<file path="src/hw/rtl/rcpa_pkg.sv">
// rcpa_pkg: shared types, field widths and codes of the refcounted page allocator
// used by rcpa_ctrl, rcpa_datapath and refcounted_page_allocator; no dependencies
`timescale 1ns / 1ps

package rcpa_pkg;

  // default sizing, used as the defaults of the top level parameters
  localparam int DEF_MAX_PAGES = 1024;
  localparam int DEF_REF_BITS  = 16;
  localparam int DEF_GEN_BITS  = 32;

  // device page count after reset
  localparam int RST_DEV_PAGES = 1024;

  // handle and result field widths
  localparam int PAGE_ID_W = 10;
  localparam int HGEN_W    = 32;
  localparam int PHYS_W    = 10;
  localparam int FREE_W    = 11;
  localparam int CFG_W     = 11;
  localparam int CFG_IDX_W = 1;
  localparam int KIND_W    = 2;

  // stream payload layout
  localparam int IN_FIELDS_W  = PAGE_ID_W + HGEN_W + 2 * PHYS_W;
  localparam int IN_TDATA_W   = ((IN_FIELDS_W + 7) / 8) * 8;
  localparam int IN_TUSER_W   = KIND_W;
  localparam int OUT_FIELDS_W = PAGE_ID_W + HGEN_W + 2 * PHYS_W + FREE_W;
  localparam int OUT_TDATA_W  = ((OUT_FIELDS_W + 7) / 8) * 8;
  localparam int OUT_PAD_W    = OUT_TDATA_W - OUT_FIELDS_W;
  localparam int OUT_TUSER_W  = 1;

  typedef enum logic [KIND_W-1:0] {
    KIND_ALLOC    = 2'd0,
    KIND_ADD_REF  = 2'd1,
    KIND_RELEASE  = 2'd2,
    KIND_VALIDATE = 2'd3
  } kind_t;

  typedef enum logic [CFG_IDX_W-1:0] {
    CFG_DEVICE0_PAGES = 1'b0,
    CFG_DEVICE1_PAGES = 1'b1
  } cfg_idx_t;

  // controller to datapath commands
  typedef struct packed {
    logic capture;   // latch request, read stack tops
    logic page_rd;   // resolve pops, read page table
    logic exec;      // check, write back, load result
  } rcpa_cmd_t;

endpackage

</file>
<file path="src/hw/rtl/rcpa_ctrl.sv">
// rcpa_ctrl: request sequencer and result valid for the refcounted page allocator
// depends on rcpa_pkg
`timescale 1ns / 1ps

module rcpa_ctrl (
  input  logic               clk,
  input  logic               rst_n,
  input  logic               in_tvalid,
  output logic               in_tready,
  output logic               out_tvalid,
  input  logic               out_tready,
  output rcpa_pkg::rcpa_cmd_t cmd
);
  import rcpa_pkg::*;

  typedef enum logic [2:0] {
    S_IDLE = 3'b001,
    S_POP  = 3'b010,
    S_EXEC = 3'b100
  } state_t;

  state_t state_r, state_nxt;
  logic   out_valid_r, out_valid_nxt;
  logic   slot_free;
  logic   accept;

  assign slot_free = !out_valid_r || out_tready;
  assign in_tready = (state_r == S_IDLE);
  assign accept    = in_tvalid && in_tready;
  assign out_tvalid = out_valid_r;

  always_comb begin
    state_nxt   = state_r;
    cmd.capture = 1'b0;
    cmd.page_rd = 1'b0;
    cmd.exec    = 1'b0;
    unique case (state_r)
      S_IDLE: begin
        if (accept) begin
          cmd.capture = 1'b1;
          state_nxt   = S_POP;
        end
      end
      S_POP: begin
        cmd.page_rd = 1'b1;
        state_nxt   = S_EXEC;
      end
      S_EXEC: begin
        if (slot_free) begin
          cmd.exec  = 1'b1;
          state_nxt = S_IDLE;
        end
      end
      default: state_nxt = S_IDLE;
    endcase
  end

  always_comb begin
    out_valid_nxt = out_valid_r;
    if (cmd.exec) begin
      out_valid_nxt = 1'b1;
    end else if (out_tready) begin
      out_valid_nxt = 1'b0;
    end
  end

  always_ff @(posedge clk) begin
    if (!rst_n) begin
      state_r     <= S_IDLE;
      out_valid_r <= 1'b0;
    end else begin
      state_r     <= state_nxt;
      out_valid_r <= out_valid_nxt;
    end
  end

`ifndef ASSERT_OFF
  // one request in flight at a time
  a_single_request: assert property (@(posedge clk) disable iff (!rst_n)
    accept |=> !in_tready)
    else $error("rcpa_ctrl: request accepted while another is in flight");

  // a new result only follows the execute step
  a_result_source: assert property (@(posedge clk) disable iff (!rst_n)
    $rose(out_valid_r) |-> $past(state_r == S_EXEC))
    else $error("rcpa_ctrl: result appeared outside the execute step");
`endif

endmodule

</file>
<file path="config.mk">
export PLATFORM = sky130hd
export DESIGN_NAME = rcpa_ctrl
export DESIGN_NICKNAME = d
export VERILOG_FILES = /design/src/hw/rtl/rcpa_pkg.sv /design/src/hw/rtl/rcpa_ctrl.sv
export SDC_FILE = /design/constraint.sdc
export NUM_CORES = 1
export LEC_CHECK = 0
export BUFFER_PORTS_ARGS = -buffer_cell sky130_fd_sc_hd__buf_2
export CELL_PAD_IN_SITES_DETAIL_PLACEMENT = 0
export CELL_PAD_IN_SITES_GLOBAL_PLACEMENT = 2
export CORE_AREA = 2 2 39 41
export DETAILED_ROUTE_END_ITERATION = 6
export DIE_AREA = 0 0 41 43
export PLACE_DENSITY = 0.52
export SLEW_MARGIN = 20
export SYNTH_ARGS = -nofsm -noshare
export SYNTH_HDL_FRONTEND = slang
export SYNTH_SLANG_ARGS = --single-unit
</file>
<file path="constraint.sdc">
create_clock -name clk -period 2.3 [get_ports clk]
set_clock_uncertainty 0.15 [all_clocks]
set_input_delay 0.115 -clock clk [delete_from_list [all_inputs] [get_ports clk]]
set_output_delay 0.115 -clock clk [all_outputs]
set_load 0.01 [all_outputs]
</file>
==> metrics.md, run 1 <==
| Metric | Value |
|---|---|
| Type of the worst min-delay path | input pin to flip-flop |
| Drt pass-1 iters | 2 |
| Routed wire length | 444 µm |
| Drt initial violations | 4 |
| Hold Path Depth | 3 |
| Post-synthesis simple-gate area fraction | 0.418 |
| Post-Synthesis Cells | 21 |
| Top Ports | 9 |
| Final Max Tran Viols | 0 |
| Die Width | ~40 µm |
| DRC viols | 0 |
| Post-synth top cells | dfxtp_1 (4), nor2b_1 (4), buf_4 (2), nor2_1 (2) |
| Synth Cell Area | 198 µm² |
| Leakage | approximately 0.13 nW |
| Adder-Cell Fraction of Synth Area | 0 |
| Fin crit share | 0.645 |
| Total Power | approximately 0.18 mW |
| Max incr delay on CP | a little under 0.4 ns |
| Synth Area in XOR/XNOR | 0 |
| Net count, final | 38 |
| Gr ovfl total | 0 |
| ANT cells | 0 |
| R2R Path End | state_r[0] |
| Relative slew margins | 0.875 |
| Final Hold Viols | 0 |
| Synthesis warning total | 0 |
| Hold_sp | out_tready |
| Initial antenna violation count | 0 |
| Worst VDD drop | 0.000210 V |
| Least-Margin Pin Slew | about 0.19 ns |
| Final setup TNS | 0 ns |
| GPL Wtd Cong | 0.665 |
| Worst-path clk slew | around 0.040 ns |
| M2 GR Usage | 0.0781 |
| Outcome | finished, final reports clean |
| Root Buffer | clkbuf_4 |
| GRT Max-Usage Layer | met3 |
| Mean Syn Cell Area | approximately 9.4 µm² |
| PD cells | approximately 650 nW/µm² |
| CP max-delay cell | or3b_1 |
| CP cell instances | or3b_1 -> nor2_1 -> buf_2 |
| Synth cell types | 13 |
| Max Fanout on Critical Path | 4 |
| Synth top area cells | dfxtp_1 (41%), nor2b_1 (13%), buf_4 (7.6%) |
| Syn_nets | 25 |
| Main flop type after synthesis | dfxtp_1 |
| Post-place setup slack | between 1 and 1.5 ns |
| Placed cell count | 43 |
| Critical Path AT | between 1 and 1.5 ns |
| CTS tree | done |
| Vias in the first global route | approximately 170 |
| Fin crit period | about 1.5 ns |
| Die Span Y | 43 µm |
| CP Class | flip-flop to output pin |
| Synthesized flop and latch total | 4 |
| Clk sinks | 4 |
| Worst skew pair latency | about 0.24 ns |
| Worst-case clock buffer depth | 2 |
| Count of final setup violators | 0 |
| Critical Path End Type | output pin |
| R2R depth | 3 |
| Global-route wire length before repair | about 720 µm |
| R2R Setup Slk | about 1.1 ns |
| Register area share after synthesis | 0.405 |
| CP Data Required Time | 2.04 ns |
| EDFF count, synth | 0 |
| Detailed placer's ending HPWL | about 350 µm |
| Hold Path End | out_tvalid |
| GRT Util Overall | 0.0693 |
| # resized after CTS | 0 |
| Post-synthesis mux area share | 0 |
| Met3 Use GR | 0.0785 |
| Initial core utilization | 0.143 |
| Final ANT Viol Nets | 0 |
| Setup ws final | 0.817 ns |
| Critical path launch point type | flip-flop |
| Cell row count | 14 |
| Share of layout cells above drive strength 1 | 0.406 |
| Grt met1 use | 0.0645 |
| Non-Filler Instances | 48 |
| Area growth syn-to-layout | 44.3% |
| H-tree levels | 1 |
| Core Area | 1380 µm² |
| Fmax | about 670 MHz |
| Unrepaired setup endpoints after global routing | false |
| Vias/cell | ~3.7 |
| Async SR Flop Fraction | 0 |
| # port buffers | 8 |
| Via count | 177 |
| Share of the synthesized area in the top cell type | 0.405 |
| Crit Reg-Reg Startpoint | state_r[2] |
| Drt wl/cell | between 9 and 10 µm |
| Synth area leader | dfxtp_1 |
| Combinational family with the most area after synthesis | simple AND/OR/NAND/NOR gates |
| Die ar. | roughly 1800 µm² |
| Synth Area in Compound Gates | 0.101 |
| # Max-Cap Violations | 0 |
| TritonCTS buffer count | 3 |
| Pin count of the biggest net entering global routing | 5 |
## cell type report
cell class | count | area [µm²]
Timing Repair Buffer | 10 | 60.1
Fill cell | 160 | 1100
Tap cell | 16 | 20.0
Sequential cell | 4 | 80.1
Clock buffer | 3 | 22.5
Multi-Input combinational cell | 15 | 103
## where the power goes
group	total, mW	leakage (nW)	switching [mW]	internal, mW
registers	0.0753	0.0327	0.00272	0.0726
clock network	0.0879	0.0138	0.0295	0.0584
logic	0.0215	0.0823	0.00920	0.0123
total	0.185	0.129	0.0414	0.143
## layer usage
layer	routed length (µm)	vias to the layer above
met5	0	-
met4	8	0
met3	61	2
met2	203	8
met1	171	76
li1	-	91
## worst max-delay path, delay by kind of cell (launching register included)
kind,cells,cell delay (ns)
buffers and inverters,1,0.13
and+or+nand+nor,2,0.48
DFF,1,0.36
## metrics by stage
| step | util | hold WS (ns) | cell area, µm² |
|---|---|---|---|
| 2_1_floorplan | - | 0.0361 | 198 |
| 3_3_place_gp | 0.175 | 0.180 | 243 |
| 3_5_place_dp | 0.175 | 0.188 | 243 |
| 4_1_cts | 0.206 | 0.0129 | 285 |
| 5_1_grt | 0.206 | 0.0160 | 285 |
| 6_report | 0.206 | 0.0153 | 285 |
## flip-flops by register name, indices dropped and copies added, names as in the netlist
signal,count
out_tvalid,1
state_r,3
## worst max-delay path by stage
stage	start	to	cells after the start
global placement	state_r[2]	cmd[0]	3
finish	state_r[2]	cmd[0]	3
detailed placement	state_r[2]	cmd[0]	3
global route	state_r[2]	cmd[0]	3
CTS	state_r[2]	cmd[0]	3
floorplan	state_r[2]	cmd[0]	3
## cell usage in the layout (no fill, tap or decap)
| cell type | Yosys | layout |
|---|---|---|
| a21boi_1 | 1 | 1 |
| a21oi_1 | 1 | 1 |
| and2_1 | 1 | 1 |
| and3_1 | 1 | 1 |
| buf_2 | 0 | 8 |
| clkbuf_4 | 0 | 3 |
| dfxtp_1 | 4 | 4 |
| dlygate4sd3_1 | 0 | 2 |
| nor2_1 | 2 | 2 |
| nor2b_1 | 4 | 4 |
| nor3b_1 | 1 | 1 |
| nor3b_2 | 1 | 1 |
| o31ai_1 | 1 | 1 |
| or2b_2 | 1 | 1 |
| or3b_1 | 1 | 1 |
## what timing repair did
action                    in CTS  in global routing
hold endpoints to repair       2                  0
hold buffers                   2                  0
setup buffers                  0                  0
## cells by family (layout without fill, tap and decap cells)
group,count (synthesis),after routing
and+or+nand+nor,12,12
buffers and inverters,2,13
AOI/OAI and AO/OA,3,3
DFF,4,4
(Power assumes the default switching activity.)
==> run 2: changes to the inputs <==
Settings changed: PLACE_DENSITY 0.52 to 0.53.
Clock period 2.3 ns to 1.3 ns, I/O delays scaled along.
==> metrics.md, run 2 (synthesis results as in run 1) <==
| Metric | Value |
|---|---|
| Root Buffer | clkbuf_4 |
| Final ANT Viol Nets | 0 (unchanged) |
| Critical Path AT | 1.17 ns (-0.05 ns) |
| Net count, final | 43 (+13%) |
| Non-Filler Instances | 53 (+10%) |
| Setup ws final | -0.0892 ns (-0.906 ns) |
| Cell row count | 14 (unchanged) |
| Type of the worst min-delay path | flip-flop to flip-flop |
| Commonest non-fill, non-tap cell in the layout | buf_2 |
| Die Width | 41 µm (unchanged) |
| Clk sinks | 4 (unchanged) |
| Unrepaired setup endpoints after global routing | true |
| Vias/cell | 3.72 (+0.80%) |
| Die ar. | 1760 µm² (unchanged) |
| # port buffers | 8 (unchanged) |
| Initial antenna violation count | 0 (unchanged) |
| Final Hold Viols | 0 (unchanged) |
| Drt pass-1 iters | 1 (-1) |
| CP Data Required Time | 1.09 ns (-0.95 ns) |
| Worst-case clock buffer depth | 2 (unchanged) |
| Most flop-heavy register | state_r |
| H-tree levels | 1 (unchanged) |
| Initial core utilization | 0.143 (unchanged) |
| Top Ports | 9 (unchanged) |
| Least-Margin Pin Slew | 0.191 ns (+0.00465 ns) |
| Failing checks | negative setup slack |
| Worst-path clk slew | 0.04 ns (about the same) |
| Share of layout cells above drive strength 1 | 0.649 (+0.242) |
| ANT cells | 0 (unchanged) |
| Critical Path End Type | output pin |
| Drt wl/cell | 8.94 µm (-3.3%) |
| GPL Wtd Cong | 0.745 (+12%) |
| TritonCTS buffer count | 3 (unchanged) |
| Filler instances | 151 (-5.6%) |
| Max Fanout on Critical Path | 4 (unchanged) |
| CTS tree | done |
| Count of final setup violators | 2 (+2) |
| Max reg flops | 3 (unchanged) |
| Vias in the first global route | 178 (+7.2%) |
| GRT Util Overall | 0.0693 (unchanged) |
| Critical path launch point type | flip-flop |
| Die Span Y | 43 µm (unchanged) |
| Fin area | 340 µm² (+19%) |
| Core Area | 1380 µm² (unchanged) |
| Worst skew pair latency | 0.23 ns (about the same) |
| DRC viols | 0 (unchanged) |
| Global-route wire length before repair | 717 µm (unchanged) |
| Drt initial violations | 0 (-4) |
| Placed cell count | 44 (+2.3%) |
| Fin crit period | 1.39 ns |
| Routed wire length | 474 µm (+6.8%) |
| Outcome | finished, violations left |
| Fin crit share | 1.07 |
| Most frequent cells in the layout | buf_2 (8), buf_4 (4), clkbuf_4 (3), dlygate4sd3_1 (3) |
| PD cells | 990 nW/µm² (+53%) |
| Gr ovfl total | 0 (unchanged) |
| Pin count of the biggest net entering global routing | 5 (unchanged) |
| Relative slew margins | 0.872 (-0.00364) |
| Leakage | 0.155 nW (+20%) |
| Final Max Tran Viols | 0 (unchanged) |
| Dpl cell area | 250 µm² (+3.1%) |
| Worst VDD drop | 0.000253 V (+21%) |
| # Max-Cap Violations | 0 (unchanged) |
| Fmax | approximately 700 MHz |
| Area growth syn-to-layout | 72.2% |
| Via count | 197 (+11%) |
| CP Class | flip-flop to output pin |
run 2: metrics by stage:
stage | total power, mW | setup WS [ns] | hold WS [ns] | TNS [ns] | utilization
floorplan | 0.154 | 0.117 | -0.0139 | 0 | -
global placement | 0.169 | 0.0828 | 0.126 | 0 | 0.181
detailed placement | 0.170 | 0.0909 | 0.137 | 0 | 0.181
CTS | 0.344 | -0.115 | 0.347 | -0.256 | 0.234
global route | 0.366 | -0.155 | 0.325 | -0.414 | 0.246
finish | 0.337 | -0.0892 | 0.307 | -0.162 | 0.246
run 2: report_power, final:
group	total, mW	internal (mW)	leakage, nW	switching (mW)
clock	0.154	0.103	0.0138	0.0509
sequential	0.135	0.129	0.0327	0.00540
combinational	0.0480	0.0296	0.109	0.0184
total	0.337	0.262	0.155	0.0747
run 2: area by class of cell:
| cell class | instances | area [µm²] | share of cell area |
|---|---|---|---|
| flip-flops and latches | 4 | 82.6 | 0.243 |
| repair buffers | 15 | 100 | 0.294 |
| clock buffers | 3 | 22.5 | 0.0662 |
| multi-input cells | 15 | 115 | 0.338 |
| well taps | 16 | 20.0 | 0.0588 |
run 2: final timing paths:
path         startpoint         end  slack, ns  cells after the start
max          state_r[0]      cmd[0]      -0.09                      3
min          state_r[0]  state_r[2]       0.31                      1
max reg2reg  state_r[0]  state_r[0]          0                      4
min reg2reg  state_r[0]  state_r[2]       0.31                      1
run 2: worst max-delay path: stages (launching register included):
cell and delay (ns):
dfxtp_2 0.33, or3b_4 0.40, nor2_2 0.08, buf_2 0.13
run 2: repair_timing:
| action | in CTS | in global routing |
|---|---|---|
| hold buffers | 3 | 0 |
| endpoints found under the hold margin | 4 | 0 |
| setup endpoints to repair | 3 | 4 |
| resized for setup | 3 | 4 |
| buffers inserted | 2 | 1 |
| pin swaps | 1 | 1 |
run 2: metal layers:
metal / wire [µm] / global-route usage
met1: 192 / 0.0710
met2: 251 / 0.0813
met3: 30 / 0.0314
met4: 0 / 0.100
met5: 0 / 0
==> run 3: changes to the inputs <==
Settings changed: SETUP_SLACK_MARGIN set to 0.3.
==> metrics.md, run 3 (synthesis results as in run 1) <==
| Metric | Value |
|---|---|
| Commonest non-fill, non-tap cell in the layout | buf_2 |
| Area growth syn-to-layout | 83.5% |
| Crit Reg-Reg Startpoint | state_r[0] |
| Core Area | 1380 µm² (unchanged) |
| Root Buffer | clkbuf_4 |
| Drt wl/cell | 10.2 µm (+14%) |
| Net count, final | 42 (-2.3%) |
| WHS | -0.00245 ns (-0.310 ns) |
| Relative slew margins | 0.872 (about the same) |
| Most flop-heavy register | state_r |
| Hold Path End | out_tvalid |
| H-tree levels | 1 (unchanged) |
| GPL Wtd Cong | 0.677 (-9.2%) |
| Final Max Tran Viols | 0 (unchanged) |
| Worst VDD drop | 0.000250 V (-1.3%) |
| TritonCTS buffer count | 3 (unchanged) |
| Initial antenna violation count | 0 (unchanged) |
| Unrepaired setup endpoints after global routing | true |
| Fin area | 363 µm² (+6.6%) |
| DRC viols | 0 (unchanged) |
| Initial core utilization | 0.143 (unchanged) |
| Most frequent cells in the layout | buf_2 (6), nor2b_1 (3), clkbuf_4 (3), buf_6 (3), buf_4 (3) |
| Critical Path End Type | output pin |
| ANT cells | 0 (unchanged) |
| Clk sinks | 4 (unchanged) |
| Hold Path Depth | 3 (+2) |
| M2 GR Usage | 0.109 (+0.0281) |
| CP Data Required Time | 1.09 ns (about the same) |
| CTS tree | done |
| Non-Filler Instances | 52 (-1.9%) |
| Global-route wire length before repair | 910 µm (+27%) |
| Drt pass-1 iters | 1 (unchanged) |
| Die Span Y | 43 µm (unchanged) |
| Met3 Use GR | 0.0314 (unchanged) |
| Pin count of the biggest net entering global routing | 5 (unchanged) |
| Least-Margin Pin Slew | 0.190 ns (-0.000371 ns) |
| Critical Path AT | 1.19 ns (+0.02 ns) |
| Outcome | finished, violations left |
| Critical path launch point type | flip-flop |
| Share of layout cells above drive strength 1 | 0.694 (+0.0458) |
| Max Fanout on Critical Path | 4 (unchanged) |
| Worst-path clk slew | 0.04 ns (about the same) |
| Final ANT Viol Nets | 0 (unchanged) |
| # port buffers | 8 (unchanged) |
| Leakage | 0.161 nW (+3.8%) |
| Cell row count | 14 (unchanged) |
| # Max-Cap Violations | 0 (unchanged) |
| Setup ws final | -0.100 ns (-0.0113 ns) |
| Hold_sp | out_tready |
| CP Class | flip-flop to output pin |
| Fin crit period | 1.40 ns (+0.0113 ns) |
| Final Hold Viols | 1 (+1) |
| Routed wire length | 528 µm (+11%) |
| Fin crit share | 1.08 (+0.00871) |
| R2R Path End | state_r[0] |
| GRT Max-Usage Layer | met4 |
| Die Width | 41 µm (unchanged) |
| Multi-input gate area | 128 µm² (+11%) |
| Worst skew pair latency | 0.24 ns (about the same) |
| PD cells | 987 nW/µm² (-0.30%) |
| Vias in the first global route | 233 (+31%) |
| Die ar. | 1760 µm² (unchanged) |
| Gr ovfl total | 0 (unchanged) |
| Dpl cell area | 256 µm² (+2.5%) |
| Drt initial violations | 0 (unchanged) |
| Worst-case clock buffer depth | 2 (unchanged) |
| Grt met1 use | 0.0900 (+0.0191) |
| Register area | 86.3 µm² (+4.5%) |
| Failing checks | negative hold slack, negative setup slack |
| Fmax | 714 MHz (-0.81%) |
| Top Ports | 9 (unchanged) |
| Vias/cell | 4.17 (+12%) |
| Max reg flops | 3 (unchanged) |
| R2R Setup Slk | 0.01 ns (about the same) |
| GRT Util Overall | 0.0873 (+0.0180) |
| Type of the worst min-delay path | input pin to flip-flop |
| Via count | 217 (+10%) |
| R2R depth | 4 (unchanged) |
| Count of final setup violators | 3 (+1) |
| Filler instances | 159 (+5.3%) |
| Post-Route Utilization | 0.262 (+0.0163) |
| Total Power | 0.358 mW (+6.3%) |
| Placed cell count | 43 (-2.3%) |
[run 3: changes by cell type in the layout (fill, tap and decap cells not counted), sizes merged]
cell	delta
dlygate4sd3	-1
[run 3: what timing repair did]
action	in CTS	in global routing
pin swaps	4	3
setup endpoints to repair	7	8
hold buffers	2	0
setup buffers	4	0
gates resized for setup	7	2
hold endpoints to repair	4	0
[run 3: worst max-delay path by stage]
| stage | from | to | slack (ns) |
|---|---|---|---|
| 3_5_place_dp | state_r[2] | state_r[0] | 0.08 |
| 4_1_cts | state_r[1] | cmd[0] | -0.13 |
| 6_report | state_r[0] | cmd[0] | -0.10 |
| 5_1_grt | state_r[2] | cmd[0] | -0.15 |
| 2_1_floorplan | state_r[2] | cmd[0] | 0.16 |
| 3_3_place_gp | state_r[2] | state_r[0] | 0.1 |
[run 3: where the power goes]
| group | internal (mW) | switching [mW] |
|---|---|---|
| Sequential | 0.128 | 0.00673 |
| Clock | 0.103 | 0.0543 |
| Combinational | 0.0439 | 0.0212 |
[run 3: worst max-delay path, cell delays in order, from the launching register on]
cell and delay, ns:
dfxtp_2 0.33, or3b_4 0.40, nor2_1 0.09, buf_2 0.13
[run 3: area by class of cell]
type | count | area share
multi-input combinational | 15 | 0.352
timing repair buffer | 14 | 0.293
sequential | 4 | 0.238
clock buffer | 3 | 0.0621
tap | 16 | 0.0552
[run 3: routing by layer]
metal  wire, µm  vias up
met5          0        -
met2        288        8
met3         28        5
met4         42        0
met1        169      105
li1           -       99
[run 3: stage by stage]
step	hold slack (ns)	setup slack, ns	setup TNS, ns
floorplan	-0.0139	0.160	0
global placement	0.128	0.0960	0
global route	0.0106	-0.148	-0.405
detailed placement	0.136	0.0787	0
CTS	-0.00504	-0.127	-0.233
finish	-0.00245	-0.100	-0.141
